<file path="config.mk">
export PLATFORM = sky130hd
export DESIGN_NAME = amix_cfg
export DESIGN_NICKNAME = d
export VERILOG_FILES = /design/src/rtl/core/amix_pkg.sv /design/src/rtl/core/amix_cfg.sv
export SDC_FILE = /design/constraint.sdc
export NUM_CORES = 1
export LEC_CHECK = 0
export ABC_AREA = 1
export BUFFER_PORTS_ARGS = -buffer_cell sky130_fd_sc_hd__buf_2
export CORE_UTILIZATION = 32
export CTS_CLUSTER_SIZE = 28
export DETAILED_ROUTE_END_ITERATION = 10
export HOLD_SLACK_MARGIN = 0.1
export PLACE_DENSITY = 0.84
export SYNTH_ARGS = -nofsm -noshare
export SYNTH_HDL_FRONTEND = slang
export SYNTH_SLANG_ARGS = --single-unit
</file>
<file path="constraint.sdc">
create_clock -name aclk -period 1.65 [get_ports aclk]
set_input_delay 0.0825 -clock aclk [delete_from_list [all_inputs] [get_ports aclk]]
set_output_delay 0.0825 -clock aclk [all_outputs]
set_load 0.05 [all_outputs]
</file>
<file path="src/rtl/core/amix_pkg.sv">
// ----------------------------------------------------------------------------
// amix_pkg
// Shared types, constants and codes of the audio mix accumulator.
// ----------------------------------------------------------------------------
package amix_pkg;

    localparam int BUFFER_FRAMES = 4096;
    localparam int CHANNELS      = 2;
    localparam int MIX_WORDS     = BUFFER_FRAMES * CHANNELS;

    // Memory address width and write position width (the position may
    // reach MIX_WORDS itself).
    localparam int ADDR_W = $clog2(MIX_WORDS);
    localparam int POS_W  = ADDR_W + 1;

    // Fixed field widths of the request and result items.
    localparam int OP_W     = 2;
    localparam int SAMPLE_W = 16;
    localparam int INDEX_W  = 13;
    localparam int WORD_W   = 32;
    localparam int RATIO_W  = 4;
    // Word count of one mix request: up to two words per held frame.
    localparam int CNT_W    = RATIO_W + 1;

    // Stream data widths.
    localparam int S_DATA_W = 32;
    localparam int S_USER_W = 3;
    localparam int M_DATA_W = 32;

    // Configuration port.
    localparam int APB_AW = 4;
    localparam int APB_DW = 32;

    typedef enum logic [OP_W-1:0] {
        OP_MIX   = 2'd0,
        OP_READ  = 2'd1,
        OP_CLEAR = 2'd2
    } op_t;

    typedef enum logic [1:0] {
        REG_UP_RATIO       = 2'd0,
        REG_MONO_SOURCE    = 2'd1,
        REG_NARROW_SAMPLES = 2'd2
    } reg_idx_t;

    typedef enum logic [2:0] {
        ST_CLEAR,
        ST_IDLE,
        ST_MIX,
        ST_RD_ISSUE,
        ST_RD_DATA
    } state_t;

    typedef struct packed {
        logic [RATIO_W-1:0] up_ratio;
        logic               mono_source;
        logic               narrow_samples;
    } cfg_t;

    typedef struct packed {
        logic              re;
        logic [ADDR_W-1:0] raddr;
        logic              we;
        logic [ADDR_W-1:0] waddr;
        logic [WORD_W-1:0] wdata;
    } ram_req_t;

endpackage

</file>
<file path="src/rtl/core/amix_cfg.sv">
// ----------------------------------------------------------------------------
// amix_cfg
// APB register bank holding the up-sampling ratio and the source format.
// ----------------------------------------------------------------------------
module amix_cfg
    import amix_pkg::*;
(
    input  logic              aclk,
    input  logic              aresetn,
    input  logic              psel,
    input  logic              penable,
    input  logic              pwrite,
    input  logic [APB_AW-1:0] paddr,
    input  logic [APB_DW-1:0] pwdata,
    output logic [APB_DW-1:0] prdata,
    output logic              pready,
    output cfg_t              cfg
);

    logic [RATIO_W-1:0] up_ratio_reg;
    logic               mono_reg;
    logic               narrow_reg;
    logic               wr_en;
    reg_idx_t           idx;

    assign pready = 1'b1;
    assign wr_en  = psel && penable && pwrite;
    assign idx    = reg_idx_t'(paddr[APB_AW-1:2]);

    always_ff @(posedge aclk) begin
        if (!aresetn) begin
            up_ratio_reg <= RATIO_W'(1);
            mono_reg     <= 1'b0;
            narrow_reg   <= 1'b0;
        end else if (wr_en) begin
            case (idx)
                REG_UP_RATIO:       up_ratio_reg <= pwdata[RATIO_W-1:0];
                REG_MONO_SOURCE:    mono_reg     <= pwdata[0];
                REG_NARROW_SAMPLES: narrow_reg   <= pwdata[0];
                default: ;
            endcase
        end
    end

    always_comb begin
        prdata = '0;
        case (idx)
            REG_UP_RATIO:       prdata = APB_DW'(up_ratio_reg);
            REG_MONO_SOURCE:    prdata = APB_DW'(mono_reg);
            REG_NARROW_SAMPLES: prdata = APB_DW'(narrow_reg);
            default:            prdata = '0;
        endcase
    end

    assign cfg.up_ratio       = up_ratio_reg;
    assign cfg.mono_source    = mono_reg;
    assign cfg.narrow_samples = narrow_reg;

endmodule

</file>
# Word level (Yosys, flattened, before mapping)
# Index checks and enable logic that the tools add are counted.
# word_totals
inputBits	41
word_cells	12
register_bits	6
# op_classes
n_eq_ne	2
n_mux	1
n_reduce_logical	6
# op_table
cell	n
4-bit one-hot mux with 3 select lines	1
2-bit AND reduction	3
2-bit by 1-bit equality test with 1-bit output (second input constant)	1
2-bit equality test (second input constant)	1
1-bit logical AND	2
2-bit zero test	1

# Logic depth before layout (Yosys ltp)
# Gate-level depths: netlist of the first run.
# logic_depth
word_depth	3
ltp_mapped	5
mapped_depth_nobuf	5

# Least setup slack after synthesis of the first run
# No wires, ideal clock.
# synth_timing
path_type	register -> output
from	register up_ratio_reg[1]
to	output port prdata[1]
arrival_time_ns	1.379
t_required_ns	1.567
path_stages_with_launch	3
path_slack_ns	0.188
cell_sequence	dfxtp_1 -> inv_1 -> nor2_1
# synth_via
elab_chain_cells	1
# synth_lines
element	line	text
start, declared	amix_cfg.sv:20	logic [RATIO_W-1:0] up_ratio_reg;
start signal, assigned	amix_cfg.sv:37	REG_UP_RATIO: up_ratio_reg <= pwdata[RATIO_W-1:0];
4-bit one-hot mux with 3 select lines	amix_cfg.sv:47	case (idx)
end, declared	amix_cfg.sv:15	output logic [APB_DW-1:0] prdata,
# No other way between the ends.

==> results of run 1 <==
## layout make-up
cell class | count | share of cell area
flip-flops and latches | 6 | 0.1959
repair buffers | 22 | 0.1959
inverters | 10 | 0.06122
clock buffers | 3 | 0.03673
multi-input cells | 67 | 0.4612
well taps | 24 | 0.04898
## how the worst max path moves through the flow
stage,start,end,depth (start not counted)
final,pwdata[0],up_ratio_reg[0],5
after global routing,pwdata[0],up_ratio_reg[0],5
after CTS,pwdata[0],up_ratio_reg[0],5
after detailed placement,paddr[3],prdata[0],5
after global placement,paddr[3],prdata[0],5
after floorplan,up_ratio_reg[1],prdata[1],2
## critical path, delay by kind of cell
family	cells	cell delay (ps)
buffers and inverters	3	1200
and+or+nand+nor	2	130
## synthesized netlist by cell type (all sizes together)
library cell | n | area share
a21oi | 2 | 0.018
buf | 31 | 0.41
conb | 2 | 0.013
dfxtp | 6 | 0.21
inv | 10 | 0.066
nand2 | 11 | 0.077
nand3 | 8 | 0.070
nor2 | 16 | 0.13
o21ai | 1 | 0.0087
## power breakdown
group / internal (uW) / total [uW] / switching [uW]
registers: 149 / 151 / 2.19
logic: 23.7 / 215 / 191
clock network: 82.5 / 138 / 55.5
## metrics by stage
step	instances	cell area, sq um
6_report	132	613.1
5_1_grt	132	613.1
4_1_cts	132	613.1
3_5_place_dp	127	570.5
3_3_place_gp	127	570.5
2_1_floorplan	114	673.1
## cell usage in the layout, fill, tap and decap left out
cell / netlist / routed
conb_1: 2 / 29
buf_2: 0 / 20
nor2_1: 14 / 14
nand2_1: 10 / 10
inv_1: 8 / 8
nand3_1: 8 / 8
dfxtp_1: 6 / 6
clkbuf_4: 0 / 3
inv_2: 2 / 2
nor2_4: 2 / 2
a21oi_1: 2 / 2
dlygate4sd3_1: 0 / 2
nand2_2: 1 / 1
o21ai_0: 1 / 1
## layer usage
layer / vias to the layer above / part of all wire / global-route usage
met5: - / 0 / 0
met1: 197 / 0.38 / 0.1133
met2: 32 / 0.48 / 0.1588
met4: 0 / 0.028 / 0.09091
met3: 4 / 0.12 / 0.02857
li1: 245 / - / -
## cells by family (layout without fill, tap and decap cells)
group	Yosys count	in the layout	synth area share
flip-flops	6	6	0.2101
other	2	29	0.01313
AND/OR/NAND/NOR	35	35	0.2779
buffers and inverters	41	35	0.4726
AO/OA/AOI/OAI	3	3	0.02625
## what timing repair did
action | 4_1_cts | 5_1_grt
setup endpoints to repair | 0 | 0
hold buffers | 2 | 0
endpoints found under the hold margin | 1 | 0
==> metrics.md, run 1 <==
| Metric | Value |
|---|---|
| DRT Pass-1 Iters | `7` |
| CP cell instances | `dlygate4sd3_1 > buf_2 > nand2_1 > nand3_1 > dlygate4sd3_1` |
| Clk_lat worst skew | `250 ps` |
| Max FFs per register | `4` |
| WS Path Type | `primary input to flip-flop` |
| Total Wirelength | `931 um` |
| Max Root-Sink Buffers | `2` |
| Min-delay src | `aresetn` |
| Seq/Total Area, Yosys | `0.2101` |
| Worst slack, placed | `696.7 ps` |
| Pwr/cell area | `821.4 nW/um^2` |
| Mapped Cells | `87` |
| I/O pin cnt | `80` |
| IO Port Bufs | `20` |
| Synth-to-Final Area Change | `7.221%` |
| Global-route wire length before repair | `1.428 mm` |
| Worst EP arrival | `1410 ps` |
| Filler cells | `170` |
| DRC viols | `1` |
| Resize count post-CTS | `0` |
| Final-report setup violation count | `0` |
| Leakage | `0.0003506 uW` |
| H-tree Lvls | `1` |
| Failing checks | `DRC` |
| CTS clk-pin slew, worst paths | `50 ps` |
| Grt ovf | `0` |
| Netlist cell types | `12` |
| Nets@finish | `151` |
| DP HPWL | `780.8 um` |
| Layout cells sized above 1 | `0.2593` |
| Reg area | `120.1 sq um` |
| Mapped Avg Cell Area | `6.572 sq um` |
| Total Routing Usage GR | `0.1024` |
| PnR worst setup slack | `364.6 ps` |
| Vias | `478` |
| Vias in the first global route | `373` |
| Vias/cell | `3.621` |
| Die height | `44.27 um` |
| Yosys reg bits | `6` |
| CP max stage cell | `dlygate4sd3_1` |
| Clock skew | `0 ps` |
| Pins Over Slew Limit | `0` |
| RSZ-0062 raised after global routing | `false` |
| R2r setup slk | `520 ps` |
| Area occupied by multi-input gates | `282.8 sq um` |
| Hold Path End | `up_ratio_reg[1]` |
| Post-route minimum period | `1285 ps` |
| RePlAce Congestion | `0.7661` |
| Crit path largest cell delay | `550 ps` |
| Status | `finished, violations left` |
| CTS tree | `done` |
| Post-layout power | `503.6 uW` |
| ANT nets after route | `0` |
| FF-to-FF path depth | `3` |
| R2R Path End | `up_ratio_reg[0]` |
| Syn. warnings | `0` |
| Worst setup EP type | `flip-flop` |
| Die Footprint | `1960 sq um` |
| Final hold vios | `0` |
| Chip width | `44.27 um` |
| # diodes | `0` |
| Initial Util | `0.3587` |
| # clock sinks | `6` |
| Cts bufs inserted | `3` |
| Antenna violations before repair | `0` |
| CP most frequent cell | `dlygate4sd3_1` |
| Fin crit share | `0.7790` |
| Final TNS setup | `0 ps` |
| DR iter-0 viols | `11` |
| Worst VDD drop | `0.0002874 V` |
| Core box area | `1594 sq um` |
| Req. time, crit path | `1780 ps` |
| Post-synthesis cell area | `571.8 sq um` |
| Postcts setup bufs | `0` |
| Hold depth | `3` |
| MaxCap Viol Count | `0` |
| Largest net degree at the start of global routing | `8` |
| R2R Path Start | `up_ratio_reg[0]` |
| Hold Slack | `110.7 ps` |
| Crit start category | `primary input` |
| Wire length per cell | `7.053 um` |
| Min-Delay Path Class | `primary input to flip-flop` |
| CP max FO | `2` |
| Row count | `14` |
| Achievable frequency | `778.0 MHz` |
| Clock Tree Root | `clkbuf_4` |
| Layout Utilization | `0.3846` |
Power figures use the tool's default switching activity.
==> inputs of run 2 (changes only) <==
--- a/config.mk
+++ b/config.mk
@@ -7,11 +7,11 @@
 export LEC_CHECK = 0
 export ABC_AREA = 1
 export BUFFER_PORTS_ARGS = -buffer_cell sky130_fd_sc_hd__buf_2
-export CORE_UTILIZATION = 32
+export CORE_UTILIZATION = 27
 export CTS_CLUSTER_SIZE = 28
 export DETAILED_ROUTE_END_ITERATION = 10
 export HOLD_SLACK_MARGIN = 0.1
-export PLACE_DENSITY = 0.84
+export PLACE_DENSITY = 0.76
 export SYNTH_ARGS = -nofsm -noshare
 export SYNTH_HDL_FRONTEND = slang
 export SYNTH_SLANG_ARGS = --single-unit
==> constraint.sdc (replaced) <==
create_clock -name aclk -period 1.1 [get_ports aclk]
set_input_delay 0.055 -clock aclk [delete_from_list [all_inputs] [get_ports aclk]]
set_output_delay 0.055 -clock aclk [all_outputs]
set_load 0.05 [all_outputs]
==> metrics.md, run 2 (same netlist as run 1, synthesis figures left out) <==
| Metric | Value |
|---|---|
| Status | `complete, no violations` |
| Synth-to-Final Area Change | `15.32%` |
| Worst EP arrival | `990 ps` |
| Clk_lat worst skew | `240 ps` |
| Worst setup EP type | `output pin` |
| Max FFs per register | `4` |
| Largest net degree at the start of global routing | `8` |
| Placed insts | `131` |
| Vias/cell | `3.522` |
| Vias in the first global route | `332` |
| Post-route minimum period | `1041 ps` |
| Cts bufs inserted | `3` |
| Achievable frequency | `961.0 MHz` |
| Global-route wire length before repair | `1.338 mm` |
| MaxCap Viol Count | `0` |
| Min-delay src | `pwdata[3]` |
| Die Footprint | `2306 sq um` |
| Initial Util | `0.2885` |
| DRC viols | `0` |
| RePlAce Congestion | `0.7515` |
| Finished Layout Cells | `136` |
| R2R Path Start | `mono_reg` |
| H-tree Lvls | `1` |
| # diodes | `0` |
| Layout cells sized above 1 | `0.3211` |
| Req. time, crit path | `1040 ps` |
| Postcts setup bufs | `0` |
| CP max FO | `3` |
| CTS clk-pin slew, worst paths | `40 ps` |
| Core box area | `1982 sq um` |
| DRT Pass-1 Iters | `4` |
| Fin crit share | `0.9460` |
| Chip width | `48.02 um` |
| # clock sinks | `6` |
| RSZ-0062 raised after global routing | `false` |
| DP HPWL | `810 um` |
| Wire length per cell | `7.199 um` |
| Pins Over Slew Limit | `0` |
| Total Wirelength | `979 um` |
| I/O pin cnt | `80` |
| ANT nets after route | `0` |
| Critical path origin | `up_ratio_reg[3]` |
| Most common cell after layout, fill and taps aside | `conb_1` |
| Worst VDD drop | `0.0005807 V` |
| Pwr/cell area | `1163 nW/um^2` |
| Hold Slack | `139.6 ps` |
| Crit start category | `flip-flop` |
| Nets@finish | `152` |
| Final-report setup violation count | `0` |
| Row count | `16` |
| Max Root-Sink Buffers | `2` |
| Most frequent cells in the layout | `conb_1 (29), buf_2 (18), nor2_1 (11)` |
| Antenna violations before repair | `0` |
| CTS tree | `done` |
| Post-layout power | `766.8 uW` |
| Clock skew | `0 ps` |
| Vias | `479` |
| DR iter-0 viols | `10` |
| Grt ovf | `0` |
| Total Routing Usage GR | `0.09133` |
| Clock Tree Root | `clkbuf_4` |
| Leakage | `0.0003642 uW` |
| IO Port Bufs | `20` |
| WS Path Type | `flip-flop to output pin` |
| Final hold vios | `0` |
| Min-Delay Path Class | `primary input to flip-flop` |
| Die height | `48.02 um` |
[run 2: cell types whose count changed in the layout (fill, tap and decap cells not counted)]
cell      before  now
nor2_1        14   11
nor2_4         2    5
buf_2         20   18
clkbuf_4       3    5
dfxtp_1        6    4
dfxtp_2        0    2
buf_4          0    1
nand3_1        8    7
nand3_2        0    1
[run 2: final timing paths]
path	endpoint	slack, ps	cells past startpoint
min	up_ratio_reg[3]	140	5
max reg2reg	mono_reg	500	2
min reg2reg	up_ratio_reg[3]	490	2
max	prdata[3]	60	3
[run 2: what timing repair did]
action                     CTS  global route
gates resized for setup      0             2
setup endpoints to repair    0             2
hold endpoints to repair     6             0
hold buffers                 2             0
[run 2: final cells by class]
cell class	instances	area, sq um
fill	221	1323
multi-input combinational	67	310.3
timing repair buffer	23	132.6
sequential	6	122.6
inverter	10	37.54
tap	27	33.78
clock buffer	3	22.52
[run 2: metrics by stage]
step	area (sq um)	setup WS [ps]	setup TNS, ps	util
final	659.4	59.44	0	0.3327
after global placement	611.8	285.0	0	0.3087
after CTS	654.4	18.53	0	0.3302
after global routing	659.4	8.687	0	0.3327
after detailed placement	611.8	282.7	0	0.3087
after floorplan	703.2	-34.44	-34.44	-
[run 2: per-layer routing]
layer / global-route usage / part of all wire / up-vias
met5: 0 / 0 / -
met3: 0.06792 / 0.12 / 0
met1: 0.1004 / 0.41 / 201
met2: 0.1351 / 0.47 / 33
met4: 0.03333 / 0 / 0
li1: - / - / 245
[run 2: where the power goes]
group	internal [uW]	switching, uW
logic	41.7	292
clock network	124	82.5
registers	223	3.38
total	389	378
[run 2: critical path, stage by stage, from the launching register on]
cell and delay [ps]:
dfxtp_2 330, inv_1 70, nor2_4 90, buf_2 260
==> inputs of run 3 (changes only) <==
--- a/config.mk
+++ b/config.mk
@@ -7,11 +7,12 @@
 export LEC_CHECK = 0
 export ABC_AREA = 1
 export BUFFER_PORTS_ARGS = -buffer_cell sky130_fd_sc_hd__buf_2
-export CORE_UTILIZATION = 27
+export CORE_UTILIZATION = 28
+export CTS_BUF_LIST = sky130_fd_sc_hd__clkbuf_4 sky130_fd_sc_hd__clkbuf_8
 export CTS_CLUSTER_SIZE = 28
 export DETAILED_ROUTE_END_ITERATION = 10
 export HOLD_SLACK_MARGIN = 0.1
-export PLACE_DENSITY = 0.76
+export PLACE_DENSITY = 0.78
 export SYNTH_ARGS = -nofsm -noshare
 export SYNTH_HDL_FRONTEND = slang
 export SYNTH_SLANG_ARGS = --single-unit
==> metrics.md, run 3 (same netlist as run 1, synthesis figures left out) <==
| Metric | Value |
|---|---|
| Status | `complete, no violations` |
| Clock Tree Root | `clkbuf_4` |
| CTS tree | `done` |
| H-tree Lvls | `1` |
| Nets@finish | `152` |
| Sw Ratio | `0.4891` |
| Sw Pwr | `371.7 uW` |
| Leakage | `0.0003649 uW` |
| WS Path Type | `flip-flop to output pin` |
| Wire length per cell | `7.030 um` |
| Grt ovf | `0` |
| Initial Util | `0.3141` |
| Total Wirelength | `942 um` |
| RePlAce Congestion | `0.7712` |
| Family with the most delay on the worst path | `flip-flops` |
| Worst VDD drop | `0.0003522 V` |
| Hold depth | `5` |
| P_int | `388.2 uW` |
| Min-delay src | `pwdata[2]` |
| DP HPWL | `809.6 um` |
| IO Port Bufs | `20` |
| # clock sinks | `6` |
| Hold Path End | `up_ratio_reg[2]` |
| Comb pwr share | `0.439` |
| Final hold vios | `0` |
| Worst setup EP type | `output pin` |
| Row count | `15` |
| Final-report setup violation count | `0` |
| Filler cells | `207` |
| MaxCap Viol Count | `0` |
| Synth-to-Final Area Change | `14.44%` |
| Fin crit share | `0.9571` |
| CP bufs+invs | `2` |
| Layout cells sized above 1 | `0.3211` |
| Max Root-Sink Buffers | `2` |
| Vias in the first global route | `391` |
| Post-route minimum period | `1053 ps` |
| FF-to-FF path depth | `2` |
| Crit path largest cell delay | `340 ps` |
| Crit start category | `flip-flop` |
| R2r setup slk | `510 ps` |
| Req. time, crit path | `1040 ps` |
| Clk pwr share | `0.263` |
| Die height | `47.19 um` |
| Pins Over Slew Limit | `0` |
| DRT Pass-1 Iters | `4` |
| Cts bufs inserted | `3` |
| Most common cell after layout, fill and taps aside | `conb_1` |
| I/O pin cnt | `80` |
| Min-Delay Path Class | `primary input to flip-flop` |
| Vias | `477` |
| Chip width | `47.19 um` |
| Placed insts | `129` |
| # diodes | `0` |
| Core box area | `1821 sq um` |
| Finished Layout Cells | `134` |
| Global-route wire length before repair | `1.345 mm` |
| Worst slack, placed | `256.6 ps` |
| Most frequent cells in the layout | `conb_1 (29), buf_2 (19), nor2_1 (11)` |
| Worst EP arrival | `1000 ps` |
| Die Footprint | `2227 sq um` |
| Flop pwr share | `0.298` |
| RSZ-0062 raised after global routing | `false` |
| Vias/cell | `3.560` |
| Max FFs per register | `4` |
| Achievable frequency | `949.8 MHz` |
| ANT nets after route | `0` |
| Clk_lat worst skew | `240 ps` |
| R2R Path Start | `up_ratio_reg[3]` |
| R2R Path End | `up_ratio_reg[3]` |
| DRC viols | `0` |
| CP max FO | `3` |
| PnR worst setup slack | `47.19 ps` |
| Pwr/cell area | `1161 nW/um^2` |
| CP Depth | `3` |
| CP cell instances | `inv_1 > nor2_4 > buf_2` |
| Clock skew | `0 ps` |
| CP max stage cell | `dfxtp_1` |
| CTS clk-pin slew, worst paths | `40 ps` |
| Largest net degree at the start of global routing | `8` |
| Antenna violations before repair | `0` |
| DR iter-0 viols | `2` |
| Total Routing Usage GR | `0.09326` |
[run 3: layer usage]
layer / up-vias / part of all wire / wire length (um) / global-route usage
met5: - / 0 / 0 / 0
met4: 0 / 0.020 / 19 / 0.1200
met3: 2 / 0.076 / 72 / 0.01154
met2: 30 / 0.52 / 492 / 0.1639
met1: 200 / 0.38 / 357 / 0.08163
li1: 245 / - / - / -
[run 3: worst max-delay path by stage]
stage | startpoint | slack, ps | endpoint
5_1_grt | up_ratio_reg[1] | 2 | prdata[1]
3_5_place_dp | paddr[3] | 260 | prdata[0]
2_1_floorplan | up_ratio_reg[1] | -30 | prdata[1]
3_3_place_gp | paddr[2] | 290 | prdata[0]
4_1_cts | up_ratio_reg[3] | 30 | prdata[3]
6_report | up_ratio_reg[1] | 50 | prdata[1]
[run 3: through the flow]
step / TNS, ps / cell area [sq um] / util / hold slack (ps) / power [uW]
after floorplan: -34.44 / 703.2 / - / 139.7 / 599.7
after global placement: 0 / 609.3 / 0.3347 / 290.7 / 554.1
after detailed placement: 0 / 609.3 / 0.3347 / 300.8 / 556.7
after CTS: 0 / 651.9 / 0.3581 / 130.9 / 765.1
after global routing: 0 / 654.4 / 0.3595 / 169.3 / 800.8
final: 0 / 654.4 / 0.3595 / 133.3 / 759.8
[run 3: power by group through the flow]
stage	Clock, uW	Combinational [uW]	Sequential, uW
2_1_floorplan	0	358	241
3_3_place_gp	0	324	230
3_5_place_dp	0	326	230
4_1_cts	207	332	227
5_1_grt	221	353	227
6_report	200	334	227
[run 3: worst min-delay path: stages]
cell	delay, ps
buf_2	80
inv_1	30
nand3_1	60
nand2_1	40
nor2_1	70
[run 3: final cells by class]
class / instances / area [sq um] / share of cell area
clock buffers: 3 / 22.52 / 0.03442
inverters: 10 / 37.54 / 0.05736
multi-input cells: 67 / 310.3 / 0.4742
flip-flops and latches: 6 / 122.6 / 0.1874
well taps: 25 / 31.28 / 0.04780
repair buffers: 23 / 130.1 / 0.1989
[run 3: what timing repair did]
item                                   in CTS  in global routing
gates resized for setup                     0                  1
endpoints found under the hold margin       6                  0
setup endpoints to repair                   0                  1
hold buffers                                2                  0
setup buffers                               0                  0
