==> src/rtl/core/amix_pkg.sv <==
// ----------------------------------------------------------------------------
// amix_pkg
// Shared types, constants and codes of the audio mix accumulator.
// ----------------------------------------------------------------------------
package amix_pkg;

    localparam int BUFFER_FRAMES = 4096;
    localparam int CHANNELS      = 2;
    localparam int MIX_WORDS     = BUFFER_FRAMES * CHANNELS;

    // Memory address width and write position width (the position may
    // reach MIX_WORDS itself).
    localparam int ADDR_W = $clog2(MIX_WORDS);
    localparam int POS_W  = ADDR_W + 1;

    // Fixed field widths of the request and result items.
    localparam int OP_W     = 2;
    localparam int SAMPLE_W = 16;
    localparam int INDEX_W  = 13;
    localparam int WORD_W   = 32;
    localparam int RATIO_W  = 4;
    // Word count of one mix request: up to two words per held frame.
    localparam int CNT_W    = RATIO_W + 1;

    // Stream data widths.
    localparam int S_DATA_W = 32;
    localparam int S_USER_W = 3;
    localparam int M_DATA_W = 32;

    // Configuration port.
    localparam int APB_AW = 4;
    localparam int APB_DW = 32;

    typedef enum logic [OP_W-1:0] {
        OP_MIX   = 2'd0,
        OP_READ  = 2'd1,
        OP_CLEAR = 2'd2
    } op_t;

    typedef enum logic [1:0] {
        REG_UP_RATIO       = 2'd0,
        REG_MONO_SOURCE    = 2'd1,
        REG_NARROW_SAMPLES = 2'd2
    } reg_idx_t;

    typedef enum logic [2:0] {
        ST_CLEAR,
        ST_IDLE,
        ST_MIX,
        ST_RD_ISSUE,
        ST_RD_DATA
    } state_t;

    typedef struct packed {
        logic [RATIO_W-1:0] up_ratio;
        logic               mono_source;
        logic               narrow_samples;
    } cfg_t;

    typedef struct packed {
        logic              re;
        logic [ADDR_W-1:0] raddr;
        logic              we;
        logic [ADDR_W-1:0] waddr;
        logic [WORD_W-1:0] wdata;
    } ram_req_t;

endpackage

==> src/rtl/core/amix_seq.sv <==
// ----------------------------------------------------------------------------
// amix_seq
// Request sequencer: clearing sweep, read-modify-write mix loop, word reads
// and the result register.
// ----------------------------------------------------------------------------
module amix_seq
    import amix_pkg::*;
(
    input  logic                aclk,
    input  logic                aresetn,
    input  cfg_t                cfg,
    input  logic                s_tvalid,
    output logic                s_tready,
    input  logic [OP_W-1:0]     s_op,
    input  logic                s_first,
    input  logic [SAMPLE_W-1:0] s_sample,
    input  logic [INDEX_W-1:0]  s_read_index,
    output logic                m_tvalid,
    input  logic                m_tready,
    output logic [SAMPLE_W-1:0] m_mixed_word,
    output logic [INDEX_W-1:0]  m_word_index,
    output ram_req_t            ram_req,
    input  logic [WORD_W-1:0]   ram_rdata
);

    // Adds a sign-extended sample to a word, clamped to the 32-bit range.
    function automatic logic [WORD_W-1:0] sat_add(input logic [WORD_W-1:0] a,
                                                  input logic [SAMPLE_W-1:0] s);
        logic [WORD_W:0] sum;
        begin
            sum = {a[WORD_W-1], a} + {{(WORD_W-SAMPLE_W+1){s[SAMPLE_W-1]}}, s};
            if (sum[WORD_W] != sum[WORD_W-1]) begin
                sat_add = sum[WORD_W] ? {1'b1, {(WORD_W-1){1'b0}}}
                                      : {1'b0, {(WORD_W-1){1'b1}}};
            end else begin
                sat_add = sum[WORD_W-1:0];
            end
        end
    endfunction

    // Clamps a word to the signed 16-bit range.
    function automatic logic [SAMPLE_W-1:0] clamp16(input logic [WORD_W-1:0] w);
        logic [WORD_W-SAMPLE_W:0] top;
        begin
            top = w[WORD_W-1:SAMPLE_W-1];
            if ((&top) || !(|top)) begin
                clamp16 = w[SAMPLE_W-1:0];
            end else begin
                clamp16 = w[WORD_W-1] ? {1'b1, {(SAMPLE_W-1){1'b0}}}
                                      : {1'b0, {(SAMPLE_W-1){1'b1}}};
            end
        end
    endfunction

    state_t               state_reg, state_next;
    logic [ADDR_W-1:0]    clr_reg, clr_next;
    logic [POS_W-1:0]     wp_reg, wp_next;
    logic                 right_reg, right_next;
    logic [POS_W-1:0]     addr_reg, addr_next;
    logic [CNT_W-1:0]     cnt_reg, cnt_next;
    logic                 step2_reg, step2_next;
    logic [SAMPLE_W-1:0]  sample_reg, sample_next;
    logic                 p_valid_reg, p_valid_next;
    logic [ADDR_W-1:0]    p_addr_reg, p_addr_next;
    logic [INDEX_W-1:0]   idx_reg, idx_next;
    logic                 m_valid_reg, m_valid_next;
    logic [SAMPLE_W-1:0]  m_word_reg, m_word_next;
    logic [INDEX_W-1:0]   m_index_reg, m_index_next;

    // Mix request set-up terms.
    logic [POS_W-1:0]     wp_eff;
    logic                 rp_eff;
    logic [POS_W:0]       wp_sum;
    logic [POS_W-1:0]     wp_adv;
    logic [SAMPLE_W-1:0]  dec_sample;
    logic                 addr_ok;

    always_comb begin
        wp_eff     = s_first ? '0 : wp_reg;
        rp_eff     = s_first ? 1'b0 : right_reg;
        wp_sum     = {1'b0, wp_eff} + (POS_W+1)'({cfg.up_ratio, 1'b0});
        wp_adv     = (wp_sum > (POS_W+1)'(MIX_WORDS)) ? POS_W'(MIX_WORDS)
                                                      : wp_sum[POS_W-1:0];
        dec_sample = cfg.narrow_samples
                   ? {{(SAMPLE_W-8){s_sample[7]}}, s_sample[7:0]} : s_sample;
        addr_ok    = addr_reg < POS_W'(MIX_WORDS);
    end

    always_comb begin
        state_next   = state_reg;
        clr_next     = clr_reg;
        wp_next      = wp_reg;
        right_next   = right_reg;
        addr_next    = addr_reg;
        cnt_next     = cnt_reg;
        step2_next   = step2_reg;
        sample_next  = sample_reg;
        p_valid_next = 1'b0;
        p_addr_next  = p_addr_reg;
        idx_next     = idx_reg;
        m_valid_next = m_valid_reg;
        m_word_next  = m_word_reg;
        m_index_next = m_index_reg;
        s_tready     = 1'b0;
        ram_req      = '0;

        if (m_valid_reg && m_tready) begin
            m_valid_next = 1'b0;
        end

        // Write-back half of the mix pipeline: the word read last cycle.
        if (p_valid_reg) begin
            ram_req.we    = 1'b1;
            ram_req.waddr = p_addr_reg;
            ram_req.wdata = sat_add(ram_rdata, sample_reg);
        end

        case (state_reg)
            ST_CLEAR: begin
                ram_req.we    = 1'b1;
                ram_req.waddr = clr_reg;
                ram_req.wdata = '0;
                clr_next      = clr_reg + ADDR_W'(1);
                if (clr_reg == ADDR_W'(MIX_WORDS - 1)) begin
                    state_next = ST_IDLE;
                end
            end
            ST_IDLE: begin
                s_tready = 1'b1;
                if (s_tvalid) begin
                    case (op_t'(s_op))
                        OP_MIX: begin
                            sample_next = dec_sample;
                            step2_next  = !cfg.mono_source;
                            addr_next   = wp_eff
                                        + POS_W'(!cfg.mono_source && rp_eff);
                            cnt_next    = cfg.mono_source
                                        ? {cfg.up_ratio, 1'b0}
                                        : CNT_W'(cfg.up_ratio);
                            state_next  = ST_MIX;
                            if (cfg.up_ratio == '0) begin
                                wp_next    = wp_eff;
                                right_next = rp_eff;
                            end else if (cfg.mono_source) begin
                                wp_next    = wp_adv;
                                right_next = 1'b0;
                            end else if (!rp_eff) begin
                                wp_next    = wp_eff;
                                right_next = 1'b1;
                            end else begin
                                wp_next    = wp_adv;
                                right_next = 1'b0;
                            end
                        end
                        OP_READ: begin
                            idx_next   = s_read_index;
                            state_next = ST_RD_ISSUE;
                        end
                        OP_CLEAR: begin
                            clr_next   = '0;
                            state_next = ST_CLEAR;
                        end
                        default: ;
                    endcase
                end
            end
            ST_MIX: begin
                // Read half: one word per cycle; words past the end are skipped.
                if (cnt_reg != '0) begin
                    ram_req.re    = addr_ok;
                    ram_req.raddr = addr_reg[ADDR_W-1:0];
                    p_valid_next  = addr_ok;
                    p_addr_next   = addr_reg[ADDR_W-1:0];
                    addr_next     = addr_reg + (step2_reg ? POS_W'(2) : POS_W'(1));
                    cnt_next      = cnt_reg - CNT_W'(1);
                end else begin
                    state_next = ST_IDLE;
                end
            end
            ST_RD_ISSUE: begin
                if (!m_valid_reg || m_tready) begin
                    ram_req.re    = 1'b1;
                    ram_req.raddr = ADDR_W'(idx_reg);
                    state_next    = ST_RD_DATA;
                end
            end
            ST_RD_DATA: begin
                m_valid_next = 1'b1;
                m_word_next  = (32'(idx_reg) < 32'(MIX_WORDS)) ? clamp16(ram_rdata) : '0;
                m_index_next = idx_reg;
                state_next   = ST_IDLE;
            end
            default: begin
                state_next = ST_IDLE;
            end
        endcase
    end

    always_ff @(posedge aclk) begin
        if (!aresetn) begin
            state_reg   <= ST_CLEAR;
            clr_reg     <= '0;
            wp_reg      <= '0;
            right_reg   <= 1'b0;
            cnt_reg     <= '0;
            p_valid_reg <= 1'b0;
            m_valid_reg <= 1'b0;
        end else begin
            state_reg   <= state_next;
            clr_reg     <= clr_next;
            wp_reg      <= wp_next;
            right_reg   <= right_next;
            cnt_reg     <= cnt_next;
            p_valid_reg <= p_valid_next;
            m_valid_reg <= m_valid_next;
        end
    end

    always_ff @(posedge aclk) begin
        addr_reg    <= addr_next;
        step2_reg   <= step2_next;
        sample_reg  <= sample_next;
        p_addr_reg  <= p_addr_next;
        idx_reg     <= idx_next;
        m_word_reg  <= m_word_next;
        m_index_reg <= m_index_next;
    end

    assign m_tvalid     = m_valid_reg;
    assign m_mixed_word = m_word_reg;
    assign m_word_index = m_index_reg;

endmodule

==> config.mk <==
export PLATFORM = sky130hd
export DESIGN_NAME = amix_seq
export DESIGN_NICKNAME = d
export VERILOG_FILES = /design/src/rtl/core/amix_pkg.sv /design/src/rtl/core/amix_seq.sv
export SDC_FILE = /design/constraint.sdc
export NUM_CORES = 1
export LEC_CHECK = 0
export BUFFER_PORTS_ARGS = -buffer_cell sky130_fd_sc_hd__buf_4
export CAP_MARGIN = 25
export CELL_PAD_IN_SITES_DETAIL_PLACEMENT = 2
export CELL_PAD_IN_SITES_GLOBAL_PLACEMENT = 2
export CORE_ASPECT_RATIO = 1.5
export CORE_MARGIN = 2
export CORE_UTILIZATION = 36
export DETAILED_ROUTE_END_ITERATION = 10
export GPL_ROUTABILITY_DRIVEN = 0
export PLACE_DENSITY_LB_ADDON = 0.1
export SETUP_SLACK_MARGIN = 0.1
export SKIP_CTS_REPAIR_TIMING = 1
export SYNTH_ARGS = -nofsm -noshare
export SYNTH_HDL_FRONTEND = slang
export SYNTH_SLANG_ARGS = --single-unit
==> constraint.sdc <==
create_clock -name aclk -period 14.6 [get_ports aclk]
set_input_delay 3.65 -clock aclk [delete_from_list [all_inputs] [get_ports aclk]]
set_output_delay 3.65 -clock aclk [all_outputs]
set_load 0.1 [all_outputs]
Word-level counts from Yosys, hierarchy flattened
Index checks and enable logic that the tools add are counted.

operators by class
  add/sub/neg operators = 6
  equality and inequality tests = 16
  reductions and logical operators = 23
  mux-type cells = 41
  $lt $le $gt $ge = 2

operators with widths
  cell                                                                     count
  14-bit two-way mux                                                       10
  46-bit two-way mux                                                       2
  32-bit two-way mux                                                       2
  14-bit case mux with 2 select lines                                      2
  16-bit two-way mux                                                       3
  32-bit by 16-bit adder with 33-bit output                                1
  13-bit two-way mux                                                       2
  13-bit case mux with 2 select lines                                      1
  5-bit two-way mux                                                        4
  17-bit AND reduction                                                     1
  17-bit OR reduction                                                      1
  14-bit by 5-bit adder with 15-bit output                                 1
  15-bit by 14-bit > comparator with 1-bit output (second input constant)  1
  14-bit by 1-bit adder with 14-bit output                                 1
  14-bit by 2-bit adder with 14-bit output                                 1
  14-bit < comparator (second input constant)                              1
  13-bit by 1-bit adder with 13-bit output (second input constant)         1
  13-bit equality test (second input constant)                             1
  3-bit two-way mux                                                        4
  2-bit != test (second input constant)                                    6
  3-bit case mux with 4 select lines                                       1
  3-bit AND reduction                                                      4
  5-bit case mux with 2 select lines                                       1
  3-bit case mux with 3 select lines                                       1
  other kinds (22)                                                         35

storage, ports and cells
  input bits = 74
  register bits after elaboration = 124
  output and inout port bits = 91

Longest topological paths before layout
Gate-level depths: netlist of the first run.

  depth after elaboration = 7
  gate-level depth with buffers = 17
  mapped depth without buffers = 15

Least setup slack after synthesis of the first run
OpenSTA, ideal clock, no wires.

  path kind = input to output
  start = in ram_rdata[3]
  end = out ram_req[17] in the netlist's numbering
  data required time = 10950 ps
  path slack = 2057 ps
  arrival time = 8893 ps
  stages = 16
  path through = ha_1 a21o_1 a21oi_1 a211oi_1 o2111ai_1 o2111ai_1 a41oi_1 nor3b_1 or3_1 ha_1 clkbuf_1 inv_1 clkbuf_1 nand2_1 a21oi_1 a311oi_1

RTL lines
  what             RTL line        source
  start, declared  amix_seq.sv:23  input logic [WORD_W-1:0] ram_rdata
  end, declared    amix_seq.sv:22  output ram_req_t ram_req,

==> summary.txt, run 1 <==
Clock network
  – Clock Pin Slew Worst Setup and Hold Paths: 0.06 ns
  – TritonCTS clock tree: yes
  – H-tree lvl count: 4
  – Clock root cell: clkbuf_16
  – Clock sinks: about 120
  – Clock buffer depth: 2
  – Clock latency on the worst-skew pair: 0.43 ns
  – CTS Buf Count: 17

Drt
  – Vias: 7,666
  – First-pass DRT Iterations: 4
  – DR iter-0 viols: 357
  – Vias per cell: 5.700
  – Wire length per cell: 22.00 um
  – DRC: 0
  – Routed WL: around 30 mm
  – Detail Route Antenna Nets: 0

STA
  – Slew Viols, Final: 0
  – Fmax achieved: about 85 MHz
  – Fin Hold WS: between 0.4 and 0.5 ns
  – Slew headroom: 33.48%
  – Fin. Hold Viols: 0
  – Sum Neg Setup Slack: 0 ns
  – Tmin final: 11.74 ns
  – RSZ-0062 raised after global routing: no
  – Clk_skew: about 0.0075 ns
  – Final WS setup: approximately 2.9 ns
  – Setup Viol. Count Final: 0
  – Tightest Pin Transition: around 1 ns
  – Period utilization: 80.39%

GRT
  – First-pass GRT wire length: 46.67 mm
  – Largest net degree at the start of global routing: 37
  – Antenna violations before repair: 0
  – Total gr overflow: 0
  – Vias in the first global route: 8,448
  – Total GRT Usage: roughly a quarter

Floorplanning
  – Num ports: 165
  – Core area: 22,380 sq um
  – Starting density of the core: 36.59%
  – Die footprint: between 20,000 and 25,000 sq um
  – Die Ht: 188.7 um
  – Rows: 67
  – Die Width: 127.1 um

Worst hold path
  – HP Class: flip-flop to flip-flop

Setup path
  – Crit path required time: 10.95 ns
  – CP Data Arrival Time: between 8 and 9 ns
  – Crit path launch type: input pin
  – CP endpoint kind: output port
  – Crit-path max FO: 31
  – Kind of critical path: input pin to output port

Cells and area
  – N_diodes: 0
  – Fin area: between 10,000 and 15,000 sq um
  – Final #Nets: approximately 1.2k
  – Area grow syn2layout: 25.26%
  – Ratio of cells with drive above 1 in the final layout: 20.58%

Yosys
  – Yosys warnings: 0
  – Cells after Synth: 904
  – Area of the mapped netlist: 8189 sq um
  – Syn_nets: between 1k and 1.5k
  – EDFF count, synth: 86
  – FF+latch count, synth: 124
  – Avg Cell Area, Syn: a little over 9 sq um
  – Ys flop type: edfxtp_1
  – Post-synthesis cell type count: 70
  – Fraction of registers with async set/reset: 0%
  – Sequential area share after synthesis: around two fifths

Place
  – Post-DP Area: 9709 sq um
  – Buffers on Ports: between 150 and 200
  – Detail Placement HPWL: 22.54 mm
  – Pre-CTS setup slack: 2.856 ns

Power and ir drop
  – Static leakage: 4.060 nW
  – Maximum resistive drop on vdd: 0.08260 mV
  – Total power per unit cell area: ~86 nW/um^2

Outcome
  – Status: finished, final reports clean

Run
  – MaxCap Viol Count: 0
synth_stat cells, types with 4 or more instances:
master / number / share of area, %
and2_1: 7 / 0.53
o22ai_1: 7 / 0.53
o21a_1: 4 / 0.37
a21o_1: 27 / 2.5
nand4_1: 15 / 1.1
xnor2_1: 32 / 3.4
clkbuf_1: 33 / 1.5
nor3_1: 18 / 1.1
o31ai_1: 4 / 0.37
a32oi_1: 7 / 0.75
dfxtp_1: 38 / 9.3
a31oi_1: 6 / 0.46
nor3b_1: 6 / 0.55
buf_2: 7 / 0.43
inv_1: 36 / 1.7
xor2_1: 26 / 2.8
nand2_1: 94 / 4.3
nand3_1: 29 / 1.8
edfxtp_1: 86 / 32
nand2b_1: 17 / 1.3
nor2_1: 61 / 2.8
or4_1: 5 / 0.46
o211ai_1: 8 / 0.73
a21oi_1: 82 / 5.0
and3_1: 13 / 0.99
or3_1: 10 / 0.76
a21boi_0: 6 / 0.55
mux2i_1: 6 / 0.73
a22o_1: 15 / 1.6
ha_1: 44 / 6.7
a211oi_1: 7 / 0.64
nor4_1: 6 / 0.46
a22oi_1: 5 / 0.46
o21ai_0: 57 / 3.5
nor2b_1: 27 / 2.1
through the flow:
| step | total power [mW] | util, % | instances |
|---|---|---|---|
| after global placement | 0.4786 | 43.29 | 1311 |
| after detailed placement | 0.4811 | 43.38 | 1313 |
| final | 0.8804 | 45.83 | 1345 |
| after global routing | 0.9067 | 45.83 | 1345 |
| after CTS | 0.8842 | 45.83 | 1345 |
| after floorplan | 0.4403 | - | 904 |
cell type report:
type | instances | area (sq um)
clock buffers | 22 | 454.2
repair buffers | 173 | 1303
multi-input cells | 704 | 4583
flip-flops and latches | 124 | 3343
inverters | 36 | 135.1
clock inverters | 10 | 93.84
fillers | 2467 | 12130
well taps | 276 | 345.3
cell usage in the layout, fill, tap and decap left out, types with 10 or more instances in the layout:
| master | n |
|---|---|
| buf_4 | 172 |
| nand2_1 | 94 |
| edfxtp_1 | 86 |
| a21oi_1 | 82 |
| nor2_1 | 60 |
| o21ai_0 | 56 |
| ha_1 | 44 |
| dfxtp_1 | 38 |
| inv_1 | 36 |
| xnor2_1 | 32 |
| nand3_1 | 29 |
| nor2b_1 | 27 |
| a21o_1 | 27 |
| xor2_1 | 26 |
| nand2b_1 | 17 |
| nor3_1 | 17 |
| clkbuf_16 | 17 |
| a22o_1 | 15 |
| nand4_1 | 15 |
| and3_1 | 13 |
| or3_1 | 10 |
critical path: stages:
cell	delay (ns)
buf_4	0.13
ha_1	0.27
a21oi_1	0.08
nand4b_1	0.25
a211oi_1	0.64
o2111ai_1	0.26
o2111ai_1	0.18
a41oi_1	0.22
o21a_1	0.23
or3_1	0.38
ha_1	0.44
a31oi_1	0.34
o31ai_4	0.11
buf_4	0.25
a311oi_1	0.27
buf_4	0.35
kinds of logic after synthesis:
group                      Yosys count  share of synthesized area, %
AOI/OAI and AO/OA                  269                         21.41
xor gates and xnor gates            58                         6.203
and+or+nand+nor                    325                         20.03
adders and majority gates           46                         7.212
buffers and inverters               76                         3.591
DFF                                124                         40.83
muxes                                6                        0.7334
report_power, final:
group / total [mW] / switching, mW / internal (mW)
Combinational: 0.0988 / 0.0600 / 0.0388
Sequential: 0.375 / 0.00109 / 0.374
Clock: 0.406 / 0.168 / 0.238
Total: 0.880 / 0.229 / 0.651
path summary, 6_finish.rpt:
kind / startpoint / to / slack, ns / cells past startpoint
hold reg to reg: wp_reg[0] / wp_reg[0] / 0.45 / 2
hold / removal: wp_reg[0] / wp_reg[0] / 0.45 / 2
setup reg to reg: state_reg[0] / wp_reg[1] / 10.63 / 7
setup / recovery: ram_rdata[1] / ram_req[9] / 2.86 / 16
layer usage:
metal / up-vias / routed length [um] / track usage, %
li1: 3633 / - / -
met1: 3844 / 11380 / 27.82
met2: 158 / 16650 / 49.11
met3: 31 / 1028 / 3.634
met4: 0 / 525 / 6.509
met5: - / 0 / 0
(Power assumes the default switching activity.)
==> inputs of run 2 (changes only) <==
- CORE_UTILIZATION: 36 -> 34
- clock period: 14.6 -> 11.86 ns (I/O delays scaled with it)
==> run 2 against run 1 <==
Compared with the run above:
- critical path type unchanged
- combinational power up 23%
- cell area rose by 1.1%
- critical endpoint is now ram_req[21]
- non-clock buffer count grew 1
- utilization fell by 2.0 points
- sequential power increased by 23%
- first-iteration DRC count decreased by 39%
- via count is essentially flat
- clock skew up 0.0036 ns
- final cell count rose by 3.3%
==> summary.txt, run 2 (synthesized netlist as in run 1, its figures left out) <==
Drt
  – Wire length per cell: 21.54 um (-2.1%)
  – Routed WL: 29.92 mm (+1.1%)
  – DRC: 0 (unchanged)
  – Detail Route Antenna Nets: 0 (unchanged)
  – DR iter-0 viols: 216 (-39%)
  – Vias: 7,669 (+0.039%)
  – First-pass DRT Iterations: 4 (unchanged)
  – Vias per cell: 5.521 (-3.1%)

Place
  – Detail Placement HPWL: 22.92 mm (+1.7%)
  – Buffers on Ports: 164 (unchanged)
  – Placed cell count: 1,357 (+3.4%)

Setup path
  – CP top delay family: compound AO/OA/AOI/OAI gates
  – Critical-path cell list: buf_4, ha_1, a21oi_1, nand4b_1, a211oi_1, o2111ai_1, o2111ai_1, a41oi_1, o21a_1, or3_1, ha_1, inv_1, o31ai_4, buf_4, nor3b_1, buf_4
  – Flop-to-flop setup slack: 8.60 ns (-2.03 ns)
  – Slowest cell on the critical path: a211oi_1
  – Slowest stage delay, CP: 0.65 ns (about the same)
  – Top cell by count, worst path: buf_4
  – Crit path launch type: input pin
  – Bufs and invs on worst path: 4 (+1)
  – Kind of critical path: input pin to output port
  – Crit path required time: 8.90 ns (-2.05 ns)
  – Crit-path max FO: 31 (unchanged)
  – Reg2reg start: wp_reg[2]
  – Reg2Reg Capture Point: wp_reg[2]
  – FF-to-FF path depth: 11 (+4)
  – CP endpoint kind: output port
  – CP Data Arrival Time: 7.58 ns (-0.51 ns)

Cells and area
  – N_diodes: 0 (unchanged)
  – Final #Nets: 1,177 (+0.085%)
  – Non-Filler Instances: 1,389 (+3.3%)
  – Ratio of cells with drive above 1 in the final layout: 20.75% (+0.17 points)
  – Area grow syn2layout: 26.59%
  – Most frequent cells in the layout: 174 x buf_4, 94 x nand2_1, 86 x edfxtp_1, 82 x a21oi_1, 60 x nor2_1
  – Most common cell after layout, fill and taps aside: buf_4

Clock network
  – H-tree lvl count: 4 (unchanged)
  – Clock Pin Slew Worst Setup and Hold Paths: 0.06 ns (about the same)
  – Clock root cell: clkbuf_16
  – Clock sinks: 124 (unchanged)
  – CTS Buf Count: 17 (unchanged)
  – TritonCTS clock tree: yes
  – Clock latency on the worst-skew pair: 0.43 ns (about the same)
  – Clock buffer depth: 2 (unchanged)

Power and ir drop
  – Total power per unit cell area: 107.2 nW/um^2 (+25%)
  – Maximum resistive drop on vdd: 0.09830 mV (+19%)
  – Power Total: 1.111 mW (+26%)
  – Static leakage: 4.083 nW (+0.58%)

Floorplanning
  – Die Ht: 194.1 um (+2.8%)
  – Core area: 23,660 sq um (+5.7%)
  – Rows: 69 (+3.0%)
  – Starting density of the core: 34.62% (-2.0 points)
  – Die footprint: 25,370 sq um (+5.7%)
  – Die Width: 130.7 um (+2.8%)
  – Num ports: 165 (unchanged)

STA
  – Slew headroom: 35.58% (+2.1 points)
  – Tightest Pin Transition: 0.9562 ns (-0.04050 ns)
  – Slew Viols, Final: 0 (unchanged)
  – Sum Neg Setup Slack: 0 ns (unchanged)
  – Clk_skew: 0.01110 ns (+0.003581 ns)
  – Tmin final: approximately 11 ns
  – Setup Viol. Count Final: 0 (unchanged)
  – Period utilization: 88.94%
  – Fin. Hold Viols: 0 (unchanged)
  – Fmax achieved: 94.80 MHz
  – RSZ-0062 raised after global routing: no

Worst hold path
  – HP Class: flip-flop to flip-flop
  – Worst hold path stage count: 0 (-2)
  – WHS Endpoint: m_word_index[5]
  – HP Start: idx_reg[5]

GRT
  – Total gr overflow: 0 (unchanged)
  – Largest net degree at the start of global routing: 37 (unchanged)
  – Antenna violations before repair: 0 (unchanged)
  – First-pass GRT wire length: 46.17 mm (-1.1%)
  – Total GRT Usage: 24.02% (-1.1 points)
  – Vias in the first global route: 8,332 (-1.4%)

Run
  – MaxCap Viol Count: 0 (unchanged)

Outcome
  – Status: finished, final reports clean
==> run 2: cell count changes in the layout (fill, tap and decap cells not counted), sizes merged <==
cell / before / now
buf: 173 / 174
bufinv: 1 / 2
clkbuf: 22 / 19
inv: 37 / 39
==> run 2: report_power, final <==
part           internal (mW)  switching [mW]  leakage [nW]
combinational         0.0479          0.0742          2.73
clock                  0.321           0.207         0.279
sequential             0.461         0.00127          1.07
==> run 2: how the worst max path moves through the flow <==
stage / start / end / depth (start not counted) / slack (ns)
after floorplan: ram_rdata[3] / ram_req[17] / 16 / 0.69
after global placement: ram_rdata[1] / ram_req[9] / 16 / 1.48
after detailed placement: ram_rdata[1] / ram_req[21] / 16 / 1.32
after CTS: ram_rdata[1] / ram_req[21] / 16 / 1.20
after global routing: ram_rdata[1] / ram_req[21] / 16 / 0.99
final: ram_rdata[1] / ram_req[21] / 16 / 1.31
==> run 2: layer usage <==
| metal | wire length, um | GRT usage (%) | vias to the layer above |
|---|---|---|---|
| li1 | - | - | 3632 |
| met2 | 17060 | 47.03 | 139 |
| met4 | 764 | 7.998 | 0 |
| met1 | 11080 | 24.99 | 3859 |
| met3 | 1023 | 4.029 | 39 |
| met5 | 0 | 0 | - |
==> run 2: area by class of cell <==
class / instances / area [sq um]
Sequential cell: 124 / 3343
Inverter: 36 / 135.1
Timing Repair Buffer: 174 / 1306
Tap cell: 319 / 399.1
Fill cell: 2705 / 13290
Clock buffer: 19 / 452.9
Clock inverter: 13 / 137.6
Multi-Input combinational cell: 704 / 4592
==> run 2: per-stage QoR <==
step / util [%] / setup WS [ns] / hold slack (ns) / area [sq um]
finish: 43.82 / 1.311 / 0.4541 / 10370
CTS: 43.82 / 1.199 / 0.4484 / 10370
global placement: 41.33 / 1.478 / 0.4288 / 9776
detailed placement: 41.33 / 1.319 / 0.4419 / 9776
global route: 43.82 / 0.9891 / 0.4588 / 10370
floorplan: - / 0.6868 / 0.4253 / 8189
